## src/rtl/c8alu_pkg.sv

```systemverilog
package c8alu_pkg;

  localparam logic [3:0] KIND_INC8  = 4'd0;
  localparam logic [3:0] KIND_DEC8  = 4'd1;
  localparam logic [3:0] KIND_INC16 = 4'd2;
  localparam logic [3:0] KIND_DEC16 = 4'd3;
  localparam logic [3:0] KIND_ADD   = 4'd4;
  localparam logic [3:0] KIND_ADC   = 4'd5;
  localparam logic [3:0] KIND_SUB   = 4'd6;
  localparam logic [3:0] KIND_SBC   = 4'd7;
  localparam logic [3:0] KIND_CP    = 4'd8;
  localparam logic [3:0] KIND_AND   = 4'd9;
  localparam logic [3:0] KIND_OR    = 4'd10;
  localparam logic [3:0] KIND_XOR   = 4'd11;
  localparam logic [3:0] KIND_ADDHL = 4'd12;
  localparam logic [3:0] KIND_ADDSP = 4'd13;

  localparam logic [3:0] SRC_A      = 4'd0;
  localparam logic [3:0] SRC_HL_MEM = 4'd7;
  localparam logic [3:0] SRC_IMM    = 4'd8;

  localparam logic [1:0] PAIR_BC = 2'd0;
  localparam logic [1:0] PAIR_DE = 2'd1;
  localparam logic [1:0] PAIR_HL = 2'd2;
  localparam logic [1:0] PAIR_SP = 2'd3;

  localparam logic [2:0] REG_A = 3'd0;
  localparam logic [2:0] REG_B = 3'd1;
  localparam logic [2:0] REG_C = 3'd2;
  localparam logic [2:0] REG_D = 3'd3;
  localparam logic [2:0] REG_E = 3'd4;
  localparam logic [2:0] REG_H = 3'd5;
  localparam logic [2:0] REG_L = 3'd6;

  localparam int unsigned NUM_REGS = 7;

  localparam int unsigned FLAG_Z = 3;
  localparam int unsigned FLAG_N = 2;
  localparam int unsigned FLAG_H = 1;
  localparam int unsigned FLAG_C = 0;

  typedef struct packed {
    logic [3:0] kind;
    logic [3:0] source_select;
    logic [1:0] pair_select;
    logic [7:0] memory_byte;
  } in_item_t;

  typedef struct packed {
    logic [7:0]  accumulator;
    logic [3:0]  flag_bits;
    logic [15:0] hl_address;
    logic [15:0] stack_pointer;
    logic        mem_write;
    logic [7:0]  mem_write_data;
    logic        immediate_used;
    logic        illegal;
  } out_item_t;

endpackage

```

## src/rtl/cpu8_alu_with_flags.sv

```systemverilog
// 8-bit CPU ALU with register file (A,B,C,D,E,H,L), stack pointer and Z/N/H/C flags.
// Input channel: in_valid_i / in_stall_o / in_data_i, one instruction per transfer.
// Output channel: out_valid_o / out_stall_i / out_data_o, one result per instruction.
// Bytes read at [HL] or immediates come in memory_byte; write-back to [HL] leaves
// as mem_write / mem_write_data in the result.
// An accepted transfer is held in the input register and moves into the result
// register, which drives out_data_o, once the result register is free or being drained.
// Throughput: one instruction per cycle while out_stall_i is low; the register
// file updates when the instruction moves from the input register into the
// result register, so the next instruction always sees the updated state.
// Reset clears A..L, SP, flags and both valid bits.
// When the receiver stalls, the result register holds, the input register fills
// and then in_stall_o rises; nothing is lost or repeated.
// Illegal kind/selector combinations set illegal and leave all state unchanged.
module cpu8_alu_with_flags (
  input  logic                 clk_i,
  input  logic                 rst_ni,
  input  logic                 in_valid_i,
  output logic                 in_stall_o,
  input  c8alu_pkg::in_item_t  in_data_i,
  output logic                 out_valid_o,
  input  logic                 out_stall_i,
  output c8alu_pkg::out_item_t out_data_o
);
  import c8alu_pkg::*;

  in_item_t    in_q;
  logic        in_valid_q;
  out_item_t   out_q, out_d;
  logic        out_valid_q;
  logic [7:0]  regs_q [NUM_REGS];
  logic [7:0]  regs_d [NUM_REGS];
  logic [15:0] sp_q, sp_d;
  logic [3:0]  flags_q, flags_d;
  logic        advance, accept;

  logic [7:0]  a, opnd, old8, new8, res8;
  logic        cin, c_use;
  logic [8:0]  sum9, dif9;
  logic [4:0]  hsum5, hdif5;
  logic [15:0] pair_v, hl_v;
  logic [16:0] hl_sum;
  logic [12:0] hl_hsum;
  logic [4:0]  sp_h;
  logic [8:0]  sp_c;
  logic [3:0]  f;
  logic        ill, mw, imm;
  logic [7:0]  mwd;
  logic [15:0] pair_new;
  logic        pair_wr;
  logic [1:0]  pair_dst;

  function automatic logic [7:0] rd_byte(input logic [7:0] r [NUM_REGS],
                                         input logic [3:0] s);
    logic [7:0] v;
    v = 8'h00;
    case (s[2:0])
      REG_A:   v = r[REG_A];
      REG_B:   v = r[REG_B];
      REG_C:   v = r[REG_C];
      REG_D:   v = r[REG_D];
      REG_E:   v = r[REG_E];
      REG_H:   v = r[REG_H];
      REG_L:   v = r[REG_L];
      default: v = 8'h00;
    endcase
    return v;
  endfunction

  assign advance     = in_valid_q && (!out_valid_q || !out_stall_i);
  assign in_stall_o  = in_valid_q && !advance;
  assign accept      = in_valid_i && !in_stall_o;
  assign out_valid_o = out_valid_q;
  assign out_data_o  = out_q;

  always_comb begin
    a      = regs_q[REG_A];
    cin    = flags_q[FLAG_C];
    hl_v   = {regs_q[REG_H], regs_q[REG_L]};
    case (in_q.pair_select)
      PAIR_BC: pair_v = {regs_q[REG_B], regs_q[REG_C]};
      PAIR_DE: pair_v = {regs_q[REG_D], regs_q[REG_E]};
      PAIR_HL: pair_v = hl_v;
      default: pair_v = sp_q;
    endcase

    old8  = (in_q.source_select == SRC_HL_MEM) ? in_q.memory_byte
                                               : rd_byte(regs_q, in_q.source_select);
    opnd  = (in_q.source_select >= SRC_HL_MEM) ? in_q.memory_byte
                                               : rd_byte(regs_q, in_q.source_select);
    c_use = ((in_q.kind == KIND_ADC) || (in_q.kind == KIND_SBC)) ? cin : 1'b0;
    sum9  = {1'b0, a} + {1'b0, opnd} + {8'h00, c_use};
    dif9  = {1'b0, a} - {1'b0, opnd} - {8'h00, c_use};
    hsum5 = {1'b0, a[3:0]} + {1'b0, opnd[3:0]} + {4'h0, c_use};
    hdif5 = {1'b0, a[3:0]} - {1'b0, opnd[3:0]} - {4'h0, c_use};
    new8  = (in_q.kind == KIND_INC8) ? old8 + 8'd1 : old8 - 8'd1;

    hl_sum  = {1'b0, hl_v} + {1'b0, pair_v};
    hl_hsum = {1'b0, hl_v[11:0]} + {1'b0, pair_v[11:0]};
    sp_h    = {1'b0, sp_q[3:0]} + {1'b0, in_q.memory_byte[3:0]};
    sp_c    = {1'b0, sp_q[7:0]} + {1'b0, in_q.memory_byte};

    regs_d   = regs_q;
    sp_d     = sp_q;
    f        = flags_q;
    ill      = 1'b0;
    mw       = 1'b0;
    mwd      = 8'h00;
    imm      = 1'b0;
    res8     = a;
    pair_wr  = 1'b0;
    pair_dst = in_q.pair_select;
    pair_new = pair_v;

    case (in_q.kind) inside
      KIND_INC8, KIND_DEC8: begin
        if (in_q.source_select > SRC_HL_MEM) begin
          ill = 1'b1;
        end else begin
          f[FLAG_Z] = (new8 == 8'h00);
          f[FLAG_N] = (in_q.kind == KIND_DEC8);
          f[FLAG_H] = (in_q.kind == KIND_INC8) ? (old8[3:0] == 4'hf)
                                               : (old8[3:0] == 4'h0);
          if (in_q.source_select == SRC_HL_MEM) begin
            mw  = 1'b1;
            mwd = new8;
          end else begin
            regs_d[in_q.source_select[2:0]] = new8;
          end
        end
      end
      KIND_INC16: begin
        pair_wr  = 1'b1;
        pair_new = pair_v + 16'd1;
      end
      KIND_DEC16: begin
        pair_wr  = 1'b1;
        pair_new = pair_v - 16'd1;
      end
      [KIND_ADD:KIND_XOR]: begin
        if (in_q.source_select > SRC_IMM) begin
          ill = 1'b1;
        end else begin
          imm = (in_q.source_select == SRC_IMM);
          case (in_q.kind) inside
            KIND_ADD, KIND_ADC: begin
              res8 = sum9[7:0];
              f    = {sum9[7:0] == 8'h00, 1'b0, hsum5[4], sum9[8]};
            end
            KIND_SUB, KIND_SBC, KIND_CP: begin
              if (in_q.kind != KIND_CP) res8 = dif9[7:0];
              f = {dif9[7:0] == 8'h00, 1'b1, hdif5[4], dif9[8]};
            end
            KIND_AND: begin
              res8 = a & opnd;
              f    = {(a & opnd) == 8'h00, 1'b0, 1'b1, 1'b0};
            end
            KIND_OR: begin
              res8 = a | opnd;
              f    = {(a | opnd) == 8'h00, 1'b0, 1'b0, 1'b0};
            end
            default: begin
              res8 = a ^ opnd;
              f    = {(a ^ opnd) == 8'h00, 1'b0, 1'b0, 1'b0};
            end
          endcase
          regs_d[REG_A] = res8;
        end
      end
      KIND_ADDHL: begin
        pair_wr   = 1'b1;
        pair_dst  = PAIR_HL;
        pair_new  = hl_sum[15:0];
        f[FLAG_N] = 1'b0;
        f[FLAG_H] = hl_hsum[12];
        f[FLAG_C] = hl_sum[16];
      end
      KIND_ADDSP: begin
        imm  = 1'b1;
        f    = {1'b0, 1'b0, sp_h[4], sp_c[8]};
        sp_d = sp_q + {{8{in_q.memory_byte[7]}}, in_q.memory_byte};
      end
      default: ill = 1'b1;
    endcase

    if (pair_wr) begin
      case (pair_dst)
        PAIR_BC: begin
          regs_d[REG_B] = pair_new[15:8];
          regs_d[REG_C] = pair_new[7:0];
        end
        PAIR_DE: begin
          regs_d[REG_D] = pair_new[15:8];
          regs_d[REG_E] = pair_new[7:0];
        end
        PAIR_HL: begin
          regs_d[REG_H] = pair_new[15:8];
          regs_d[REG_L] = pair_new[7:0];
        end
        default: sp_d = pair_new;
      endcase
    end

    flags_d = ill ? flags_q : f;

    out_d.accumulator    = regs_d[REG_A];
    out_d.flag_bits      = flags_d;
    out_d.hl_address     = {regs_d[REG_H], regs_d[REG_L]};
    out_d.stack_pointer  = sp_d;
    out_d.mem_write      = mw;
    out_d.mem_write_data = mwd;
    out_d.immediate_used = imm;
    out_d.illegal        = ill;
  end

  always_ff @(posedge clk_i or negedge rst_ni) begin
    if (!rst_ni) begin
      in_valid_q  <= 1'b0;
      out_valid_q <= 1'b0;
      sp_q        <= 16'h0000;
      flags_q     <= 4'h0;
      regs_q      <= '{default: 8'h00};
    end else begin
      in_valid_q  <= accept || (in_valid_q && !advance);
      out_valid_q <= advance || (out_valid_q && out_stall_i);
      if (advance) begin
        regs_q  <= regs_d;
        sp_q    <= sp_d;
        flags_q <= flags_d;
      end
    end
  end

  always_ff @(posedge clk_i) begin
    if (accept) in_q <= in_data_i;
    if (advance) out_q <= out_d;
  end

endmodule

```

## config.mk

```make
export PLATFORM = sky130hd
export DESIGN_NAME = cpu8_alu_with_flags
export DESIGN_NICKNAME = d
export VERILOG_FILES = /design/src/rtl/c8alu_pkg.sv /design/src/rtl/cpu8_alu_with_flags.sv
export SDC_FILE = /design/constraint.sdc
export NUM_CORES = 1
export LEC_CHECK = 0
export BUFFER_PORTS_ARGS = -buffer_cell sky130_fd_sc_hd__buf_2
export CORE_ASPECT_RATIO = 1.5
export CORE_MARGIN = 4
export CORE_UTILIZATION = 42
export CTS_CLUSTER_SIZE = 25
export DETAILED_ROUTE_END_ITERATION = 10
export PLACE_DENSITY_LB_ADDON = 0.2
export SETUP_SLACK_MARGIN = 0.15
export SLEW_MARGIN = 20
export SYNTH_ARGS = -nofsm -noshare
export SYNTH_HDL_FRONTEND = slang
export SYNTH_SLANG_ARGS = --single-unit
```

## constraint.sdc

```tcl
create_clock -name clk_i -period 5.3 [get_ports clk_i]
set_input_delay 0.265 -clock clk_i [delete_from_list [all_inputs] [get_ports clk_i]]
set_output_delay 0.265 -clock clk_i [all_outputs]
set_load 0.005 [all_outputs]
```

==> flow_metrics.env, run 1 <==
export IMPL_status="completed"
export IMPL_nFillCells=2879
export IMPL_clock_fmax_mhz=209
export IMPL_synth_edff_count=73
export IMPL_syn_area_per_cell_um2=9.01
export IMPL_cts_htree_levels=4
export IMPL_fin_util=0.483
export IMPL_cp_arrival_ns=4.96
export IMPL_first_global_vias=11834
export IMPL_crit_family="compound AO/OA/AOI/OAI gates"
export IMPL_yosysMostFrequentCell="a21oi_1"
export IMPL_cts_tree="yes"
export IMPL_synth_top_area_frac=0.177
export IMPL_ys_top_cells_by_count="a21oi_1, nand2_1, nor2_1"
export IMPL_ant_nets=0
export IMPL_dr_total_vias=11745
export IMPL_die_w_um=148
export IMPL_drt_total_wl_um=48400
export IMPL_rows=76
export IMPL_syn_nets=1476
export IMPL_leakage_nw=5.62
export IMPL_place_ws_ns=0.633
export IMPL_finalPower_mw=8.05
export IMPL_finalNetCount=1559
export IMPL_ir_worst_vdd_mv=0.272
export IMPL_cp_slowest_cell="mux4_2"
export IMPL_cts_buffer_depth=2
export IMPL_netlist_instances=1373
export IMPL_clock_sinks=151
export IMPL_root_buffer="clkbuf_16"
export IMPL_async_reset_ff_frac=0.517
export IMPL_power_density_mw_per_mm2=576
export IMPL_grt_start_max_net_pins=60
export IMPL_rsz0062_at_grt="no"
export IMPL_cts_buffers=17
export IMPL_r2r_slack_ns=0.53
export IMPL_post_drt_wl_per_cell_um=26.0
export IMPL_fin_worst_skew_ns=0.0142
export IMPL_grt_total_usage=0.302
export IMPL_worst_pin_slew_ns=1.00
export IMPL_seq_area_frac_synth=0.335
export IMPL_finalMaxSlewViolations=0
export IMPL_critPathKind="register to register"
export IMPL_required_ns=5.49
export IMPL_met3_usage=0.0500
export IMPL_io_buffers=78
export IMPL_ys_flop_type="dfrtp_1"
export IMPL_clk_pin_slew_worst_paths_ns=0.07
export IMPL_gp_congestion=1.03
export IMPL_cp_end_kind="register"
export IMPL_synth_warnings=0
export IMPL_synth_area_top_cells="edfxtp_1, dfrtp_1, ha_1, a21oi_1, nand2_1"
export IMPL_fp_dieArea_mm2=0.0323
export IMPL_path_max_fanout=32
export IMPL_hold_path_class="input port to register"
export IMPL_seqCellArea_mm2=0.00414
export IMPL_ys_ff_latch=151
export IMPL_antenna_found_initial=0
export IMPL_slew_headroom=0.328
export IMPL_overflow=0
export IMPL_period_minus_slack_ns=4.77
export IMPL_vias_per_cell=6.32
export IMPL_setup_slack_ns=0.527
export IMPL_busiest_layer="met2"
export IMPL_finalSetupTns_ns=0
export IMPL_fin_crit_sh=0.901
export IMPL_crit_buf_inv=2
export IMPL_grt_pass1_wl_um=73100
export IMPL_grtUsageMet1=0.336
export IMPL_area_growth_syn_to_layout_pct=12.9
export IMPL_pin_count=79
export IMPL_cp_start_kind="register"
export IMPL_path_cells="buf_4 -> mux4_2 -> mux2i_1 -> a21oi_1 -> ha_1 -> inv_1 -> ha_1 -> a21boi_0 -> o221a_2 -> xnor2_1 -> o2111a_1 -> a311oi_1 -> o31ai_1 -> a32oi_1 -> mux2i_1"
export IMPL_placed_cell_area_mm2=0.0132
export IMPL_final_cell_area_mm2=0.0140
export IMPL_fp_coreArea_mm2=0.0289
export IMPL_clock_latency_ns=0.46
export IMPL_post_cts_buffers=0
export IMPL_start_util=0.428
export IMPL_syn_cell_area_mm2=0.0124
export IMPL_multiInputGateArea_mm2=0.00765
export IMPL_grt_util_met2=0.519
export IMPL_setup_viol=0
export IMPL_cap_violations=0
export IMPL_dr_pass1_iters=6
export IMPL_drc_errors=0
export IMPL_drt_initial_drc_count=1280
export IMPL_synth_top_area_cell="edfxtp_1"
export IMPL_drive_gt1_frac=0.152
export IMPL_cpPeakStageDelay_ns=0.54
export IMPL_synth_distinct_cells=91
export IMPL_post_cts_resize_count=0
export IMPL_n_antenna_cell=0
export IMPL_hpwlAfterDp_um=37200
export IMPL_die_h_um=218
export IMPL_finalHoldViolations=0
-- where the power goes --
group	internal, mW	switching (mW)
combinational	1.79	2.90
clock	0.679	0.541
sequential	1.62	0.517
-- worst register-to-register path: stages (launching register included) --
cell	delay (ns)
edfxtp_1	0.45
buf_4	0.40
mux4_2	0.56
mux2i_1	0.19
a21oi_1	0.14
ha_1	0.49
inv_1	0.12
ha_1	0.36
a21boi_0	0.46
o221a_2	0.33
xnor2_1	0.09
o2111a_1	0.12
a311oi_1	0.29
o31ai_1	0.16
a32oi_1	0.25
mux2i_1	0.12
-- metal layers --
layer / part of all wire / vias up
li1: - / 5357
met4: 0.084 / 0
met1: 0.36 / 5644
met2: 0.50 / 549
met3: 0.062 / 195
met5: 0 / -
-- per-stage QoR --
| stage | instances | hold slack [ns] |
|---|---|---|
| after global routing | 1859 | 0.0143 |
| after global placement | 1809 | 0.202 |
| final | 1859 | 0.0250 |
| after detailed placement | 1809 | 0.198 |
| after floorplan | 1373 | -0.0306 |
| after CTS | 1859 | 0.0136 |
-- registers in the layout (all words and copies together) (netlist names) --
name	flops
out_data_o	55
hl_v	16
out_valid_o	1
in_q	18
a	8
in_valid_q	1
regs_q	32
flags_q	4
sp_q	16
-- what timing repair did --
action / CTS / global route
endpoints found under the setup margin: 0 / 0
hold buffers: 18 / 0
hold endpoints to repair: 41 / 0
-- cell usage in the layout, fill, tap and decap left out, types with 27 or more instances in the layout --
cell type	netlist	final
dfrtp_1	78	78
nor3_1	27	27
inv_1	62	62
buf_4	4	39
nand2_1	124	124
o22ai_1	47	47
o21ai_0	83	83
nor2_1	116	116
buf_2	11	77
edfxtp_1	73	73
nand3_1	31	31
mux2i_1	29	29
a21oi_1	129	129
a211oi_1	27	27
ha_1	74	74
-- final cells by class --
| class | instances | area share |
|---|---|---|
| inverter | 66 | 0.0179 |
| timing repair buffer | 134 | 0.0614 |
| clock inverter | 13 | 0.00851 |
| sequential | 151 | 0.297 |
| multi-input combinational | 1086 | 0.548 |
| tap | 390 | 0.0349 |
| clock buffer | 19 | 0.0325 |
-- final timing paths --
path / startpoint / to / depth (start not counted)
min in group asynchronous: rst_ni / hl_v[0]$_DFFE_PN0P_ / 2
max in group asynchronous: rst_ni / hl_v[7]$_DFFE_PN0P_ / 3
hold / removal: in_data_i[11] / in_q[11]$_DFFE_PP_ / 1
setup reg to reg: in_q[10]$_DFFE_PP_ / out_data_o[46]$_DFFE_PP_ / 15
hold reg to reg: in_valid_q$_DFF_PN0_ / out_valid_o$_DFF_PN0_ / 1
setup / recovery: in_q[10]$_DFFE_PP_ / out_data_o[46]$_DFFE_PP_ / 15
-- cells by family (layout without fill, tap and decap cells) --
| kind of cell | Yosys count | count (layout) | synth area share |
|---|---|---|---|
| xor gates and xnor gates | 43 | 43 | 0.0317 |
| AOI/OAI and AO/OA | 469 | 469 | 0.246 |
| and+or+nand+nor | 421 | 421 | 0.169 |
| adders and majority gates | 81 | 81 | 0.0862 |
| DFF | 151 | 151 | 0.335 |
| muxes | 72 | 72 | 0.0845 |
| buffers and inverters | 136 | 232 | 0.0469 |
(Power assumes the default switching activity.)
==> inputs of run 2 (changes only) <==
- clock period: 5.3 -> 6.17 ns (I/O delays scaled with it)
==> flow_metrics.env, run 2 (synthesis results as in run 1) <==
export IMPL_die_w_um=148
export IMPL_ant_nets=0
export IMPL_drt_initial_drc_count=1234
export IMPL_path_max_fanout=24
export IMPL_leakage_nw=5.53
export IMPL_r2r_start="in_q[12]$_DFFE_PP_"
export IMPL_seq_power_share=0.267
export IMPL_final_common_cell="a21oi_1"
export IMPL_min_to="in_q[6]$_DFFE_PP_"
export IMPL_overflow=0
export IMPL_worst_pin_slew_ns=1.13
export IMPL_rsz0062_at_grt="no"
export IMPL_hpwlAfterDp_um=37300
export IMPL_r2r_slack_ns=1.11
export IMPL_finalPower_mw=6.89
export IMPL_cp_end_kind="register"
export IMPL_die_h_um=218
export IMPL_hold_path_class="input port to register"
export IMPL_grt_total_usage=0.296
export IMPL_dr_pass1_iters=5
export IMPL_finalSetupTns_ns=0
export IMPL_hold_path_cell_count=1
export IMPL_drt_total_wl_um=48000
export IMPL_comb_power_share=0.573
export IMPL_cts_buffer_depth=2
export IMPL_area_growth_syn_to_layout_pct=11.3
export IMPL_finalHoldViolations=0
export IMPL_antenna_found_initial=0
export IMPL_largest_register_ffs=55
export IMPL_n_antenna_cell=0
export IMPL_nFillCells=2859
export IMPL_power_density_mw_per_mm2=501
export IMPL_path_cells="mux4_2 -> o21ai_0 -> inv_1 -> fa_1 -> inv_1 -> fa_1 -> or3_1 -> nor3_1 -> or4bb_1 -> o31ai_1 -> a32oi_1 -> mux2i_1"
export IMPL_grt_pass1_wl_um=71300
export IMPL_fin_worst_skew_ns=0.0114
export IMPL_drc_errors=0
export IMPL_cp_slowest_cell="edfxtp_1"
export IMPL_most_common_layout_cells="a21oi_1, nand2_1, nor2_1"
export IMPL_cpPeakStageDelay_ns=0.87
export IMPL_power_share_switching=0.491
export IMPL_clk_pin_slew_worst_paths_ns=0.06
export IMPL_crit_buf_inv=2
export IMPL_multiInputGateArea_mm2=0.00765
export IMPL_cts_htree_levels=4
export IMPL_cp_arrival_ns=5.36
export IMPL_cap_violations=0
export IMPL_root_buffer="clkbuf_16"
export IMPL_r2r_cells=12
export IMPL_power_switching_mw=3.38
export IMPL_critPathKind="register to register"
export IMPL_start_util=0.428
export IMPL_status="completed"
export IMPL_crit_family="simple AND/OR/NAND/NOR gates"
export IMPL_cp_start_kind="register"
export IMPL_vias_per_cell=6.41
export IMPL_period_minus_slack_ns=5.06
export IMPL_gp_congestion=1.00
export IMPL_fp_coreArea_mm2=0.0289
export IMPL_grt_start_max_net_pins=57
export IMPL_pin_count=79
export IMPL_clock_latency_ns=0.46
export IMPL_min_delay_start="in_data_i[6]"
export IMPL_setup_viol=0
export IMPL_cts_tree="yes"
export IMPL_clock_fmax_mhz=198
export IMPL_first_global_vias=11552
export IMPL_dr_total_vias=11757
export IMPL_finalMaxSlewViolations=0
export IMPL_slew_headroom=0.240
export IMPL_rows=76
export IMPL_clock_sinks=151
export IMPL_cts_buffers=17
export IMPL_finalNetCount=1534
export IMPL_drive_gt1_frac=0.148
export IMPL_ir_worst_vdd_mv=0.245
export IMPL_fp_dieArea_mm2=0.0323
export IMPL_io_buffers=78
export IMPL_post_drt_wl_per_cell_um=26.2
export IMPL_required_ns=6.47
export IMPL_r2r_end="out_data_o[46]$_DFFE_PP_"
export IMPL_power_internal_mw=3.51
export IMPL_crit_start="in_q[12]$_DFFE_PP_"
export IMPL_power_frac_clock=0.160
export IMPL_fin_crit_sh=0.821
export IMPL_seqCellArea_mm2=0.00414
[run 2: cell types whose count changed in the layout (fill, tap and decap cells not counted), sizes merged]
| cell | delta |
|---|---|
| dlygate4sd3 | -17 |
| buf | -8 |
| clkinvlp | -2 |
| bufinv | +1 |
| clkbuf | +1 |
| clkinv | +1 |
| inv | -1 |
[run 2: what timing repair did]
| action | 4_1_cts | 5_1_grt |
|---|---|---|
| gates resized for setup | 0 | 0 |
| setup buffers | 0 | 0 |
| hold buffers | 1 | 0 |
| hold endpoints to repair | 22 | 0 |
[run 2: worst max path at each step]
stage,endpoint,cells past startpoint
floorplan,out_data_o[46]$_DFFE_PP_,16
global placement,out_data_o[46]$_DFFE_PP_,12
detailed placement,out_data_o[46]$_DFFE_PP_,12
CTS,out_data_o[46]$_DFFE_PP_,12
global route,out_data_o[44]$_DFFE_PP_,14
finish,out_data_o[46]$_DFFE_PP_,12
[run 2: worst reg2reg max path: stages, from the launching register on]
cell      delay (ns)
edfxtp_1        0.87
mux4_2          0.66
o21ai_0         0.51
inv_1           0.17
fa_1            0.44
inv_1           0.08
fa_1            0.42
or3_1           0.39
nor3_1          0.20
or4bb_1         0.52
o31ai_1         0.35
a32oi_1         0.14
mux2i_1         0.18
[run 2: final cells by class]
| type | instances | share of cell area |
|---|---|---|
| tap | 390 | 0.0354 |
| inverter | 66 | 0.0182 |
| multi-input combinational | 1086 | 0.556 |
| clock buffer | 20 | 0.0339 |
| clock inverter | 12 | 0.0101 |
| timing repair buffer | 109 | 0.0456 |
| sequential | 151 | 0.301 |
[run 2: power by group through the flow]
stage               Sequential (mW)  Combinational (mW)  Clock [mW]
CTS                            1.82                3.89        1.11
global route                   1.85                4.28        1.15
global placement               1.84                3.84           0
floorplan                      1.61                2.73           0
finish                         1.84                3.95        1.10
detailed placement             1.84                3.87           0
[run 2: per-stage QoR]
stage	setup WS (ns)	cell area (um2)	utilization	instances	hold slack, ns
after floorplan	1.74	12400	-	1373	0.0129
after global placement	1.26	13200	0.455	1801	0.235
after detailed placement	1.17	13200	0.455	1801	0.228
after CTS	1.13	13800	0.476	1834	0.0154
after global routing	0.764	13800	0.476	1834	0.0196
final	1.11	13800	0.476	1834	0.0270
[run 2: routing by layer]
| layer | vias up | share of wire | global-route usage |
|---|---|---|---|
| li1 | 5317 | - | - |
| met5 | - | 0 | 0 |
| met2 | 572 | 0.50 | 0.520 |
| met4 | 0 | 0.075 | 0.200 |
| met3 | 176 | 0.056 | 0.0396 |
| met1 | 5692 | 0.36 | 0.331 |
==> inputs of run 3 (changes only) <==
- ABC_AREA: default -> 1
- clock period: 6.17 -> 4.25 ns (I/O delays scaled with it)
==> flow_metrics.env, run 3 <==
export IMPL_place_ws_ns=0.202
export IMPL_clock_sinks=151
export IMPL_first_global_vias=13429
export IMPL_cts_buffers=17
export IMPL_die_w_um=153
export IMPL_cts_tree="yes"
export IMPL_ant_nets=0
export IMPL_hold_path_cell_count=3
export IMPL_synth_edff_count=73
export IMPL_instances_no_fill=2465
export IMPL_finalMaxSlewViolations=0
export IMPL_cp_start_kind="register"
export IMPL_worst_pin_slew_ns=1.05
export IMPL_final_common_cell="nand2_1"
export IMPL_area_growth_syn_to_layout_pct=15.0
export IMPL_cts_buffer_depth=2
export IMPL_nFillCells=3161
export IMPL_r2r_cells=18
export IMPL_cts_htree_levels=4
export IMPL_dpl_cell_count=2406
export IMPL_hold_path_class="input port to register"
export IMPL_critPathKind="register to register"
export IMPL_drc_errors=0
export IMPL_yosysMostFrequentCell="nand2_1"
export IMPL_finalHoldViolations=0
export IMPL_multiInputGateArea_mm2=0.00817
export IMPL_leakage_nw=7.23
export IMPL_start_util=0.428
export IMPL_syn_nets=2026
export IMPL_largest_register_ffs=55
export IMPL_cap_violations=0
export IMPL_status="completed"
export IMPL_hold_slack_ns=0.0231
export IMPL_synth_warnings=0
export IMPL_ir_worst_vdd_mv=0.296
export IMPL_pin_count=79
export IMPL_cp_end_kind="register"
export IMPL_synth_top_area_frac=0.165
export IMPL_die_h_um=226
export IMPL_seq_area_frac_synth=0.311
export IMPL_post_drt_wl_per_cell_um=22.2
export IMPL_gp_congestion=0.990
export IMPL_finalNetCount=2150
export IMPL_fin_worst_skew_ns=0.0133
export IMPL_clock_fmax_mhz=259
export IMPL_seqCellArea_mm2=0.00414
export IMPL_syn_area_per_cell_um2=6.92
export IMPL_cp_slowest_cell="edfxtp_1"
export IMPL_period_minus_slack_ns=3.86
export IMPL_required_ns=4.54
export IMPL_ys_top_cells_by_count="nand2_1, inv_1, a21oi_1"
export IMPL_root_buffer="clkbuf_16"
export IMPL_finalSetupTns_ns=0
export IMPL_clk_pin_slew_worst_paths_ns=0.07
export IMPL_rsz0062_at_grt="no"
export IMPL_fin_crit_sh=0.909
export IMPL_synth_top_area_cell="edfxtp_1"
export IMPL_io_buffers=78
export IMPL_setup_viol=0
export IMPL_cp_arrival_ns=4.15
export IMPL_grt_pass1_wl_um=82300
export IMPL_ys_ff_latch=151
export IMPL_drt_initial_drc_count=1261
export IMPL_fp_coreArea_mm2=0.0311
export IMPL_hpwlAfterDp_um=43000
export IMPL_cpPeakStageDelay_ns=0.59
export IMPL_n_antenna_cell=0
export IMPL_path_cells="buf_4 -> o21ai_1 -> nand3_2 -> nand2_4 -> inv_1 -> ha_1 -> nand2_1 -> nor2_1 -> nand3_1 -> nand3b_1 -> nor2_1 -> o21ai_0 -> nand2_1 -> nand2_1 -> nand2_1 -> nand2_1 -> nand2_1 -> a21oi_1"
export IMPL_power_density_mw_per_mm2=576
export IMPL_antenna_found_initial=1
export IMPL_ys_flop_type="dfrtp_1"
export IMPL_drive_gt1_frac=0.155
export IMPL_synth_distinct_cells=65
export IMPL_syn_cell_area_mm2=0.0133
export IMPL_dr_total_vias=14016
export IMPL_vias_per_cell=5.69
export IMPL_rows=79
export IMPL_async_reset_ff_frac=0.517
export IMPL_crit_top_cell="nand2_1"
export IMPL_fp_dieArea_mm2=0.0347
export IMPL_path_max_fanout=19
export IMPL_clock_latency_ns=0.46
export IMPL_netlist_instances=1923
export IMPL_grt_total_usage=0.313
export IMPL_setup_slack_ns=0.386
export IMPL_slew_headroom=0.301
export IMPL_overflow=0
export IMPL_drt_total_wl_um=54800
export IMPL_synth_area_top_cells="edfxtp_1, nand2_1, dfrtp_1, ha_1, a21oi_1"
export IMPL_most_common_layout_cells="nand2_1, inv_1, a21oi_1"
export IMPL_grt_start_max_net_pins=89
export IMPL_dr_pass1_iters=6
run 3: cells by family after synthesis:
| logic type | after synthesis | share of synthesized area |
|---|---|---|
| AND/OR/NAND/NOR | 946 | 0.319 |
| AO/OA/AOI/OAI | 440 | 0.185 |
| buffers and inverters | 275 | 0.0841 |
| flip-flops | 151 | 0.311 |
| adder cells (fa/ha/maj) | 81 | 0.0801 |
| XOR/XNOR | 29 | 0.0196 |
| multiplexers | 1 | 0.000752 |
run 3: what timing repair did:
item | 4_1_cts | 5_1_grt
hold endpoints to repair | 71 | 0
setup buffers | 0 | 7
endpoints found under the setup margin | 0 | 16
hold buffers | 20 | 0
gates resized for setup | 0 | 33
run 3: routing by layer:
| layer | share of wire | global-route usage | up-vias |
|---|---|---|---|
| met5 | 0 | 0 | - |
| met4 | 0.086 | 0.230 | 0 |
| met3 | 0.063 | 0.0410 | 177 |
| met2 | 0.48 | 0.528 | 612 |
| met1 | 0.37 | 0.364 | 6535 |
| li1 | - | - | 6692 |
run 3: critical path, delay by kind of cell (launching register included):
kind,cells,cell delay (ns)
and+or+nand+nor,12,1.60
AOI/OAI and AO/OA,3,0.66
DFF,1,0.59
buffers and inverters,2,0.44
adders and majority gates,1,0.39
run 3: power breakdown:
part	internal [mW]	switching, mW	total, mW
Clock	0.797	0.741	1.54
Sequential	1.95	0.442	2.39
Combinational	1.61	3.28	4.89
Total	4.36	4.46	8.82
run 3: per-stage QoR:
step	area [um2]	total power, mW	utilization
5_1_grt	15300	9.37	0.492
3_5_place_dp	14400	7.06	0.461
6_report	15300	8.82	0.492
4_1_cts	15100	8.63	0.486
3_3_place_gp	14400	7.06	0.461
2_1_floorplan	13300	5.21	-
run 3: final cells by class:
| type | count | area share |
|---|---|---|
| Tap cell | 405 | 0.0331 |
| Multi-Input combinational cell | 1497 | 0.534 |
| Inverter | 213 | 0.0526 |
| Clock buffer | 19 | 0.0289 |
| Sequential cell | 151 | 0.271 |
| Clock inverter | 13 | 0.00858 |
| Timing Repair Buffer | 167 | 0.0726 |
run 3: final timing paths:
kind	start	to	slack, ns
max	in_q[9]$_DFFE_PP_	out_data_o[37]$_DFFE_PP_	0.39
min	out_stall_i	out_valid_o$_DFF_PN0_	0.02
max reg2reg	in_q[9]$_DFFE_PP_	out_data_o[37]$_DFFE_PP_	0.39
min reg2reg	flags_q[1]$_DFFE_PN0P_	flags_q[1]$_DFFE_PN0P_	0.49
max in group asynchronous	rst_ni	hl_v[14]$_DFFE_PN0P_	2.92
min in group asynchronous	rst_ni	regs_q[40]$_DFFE_PN0P_	0.40
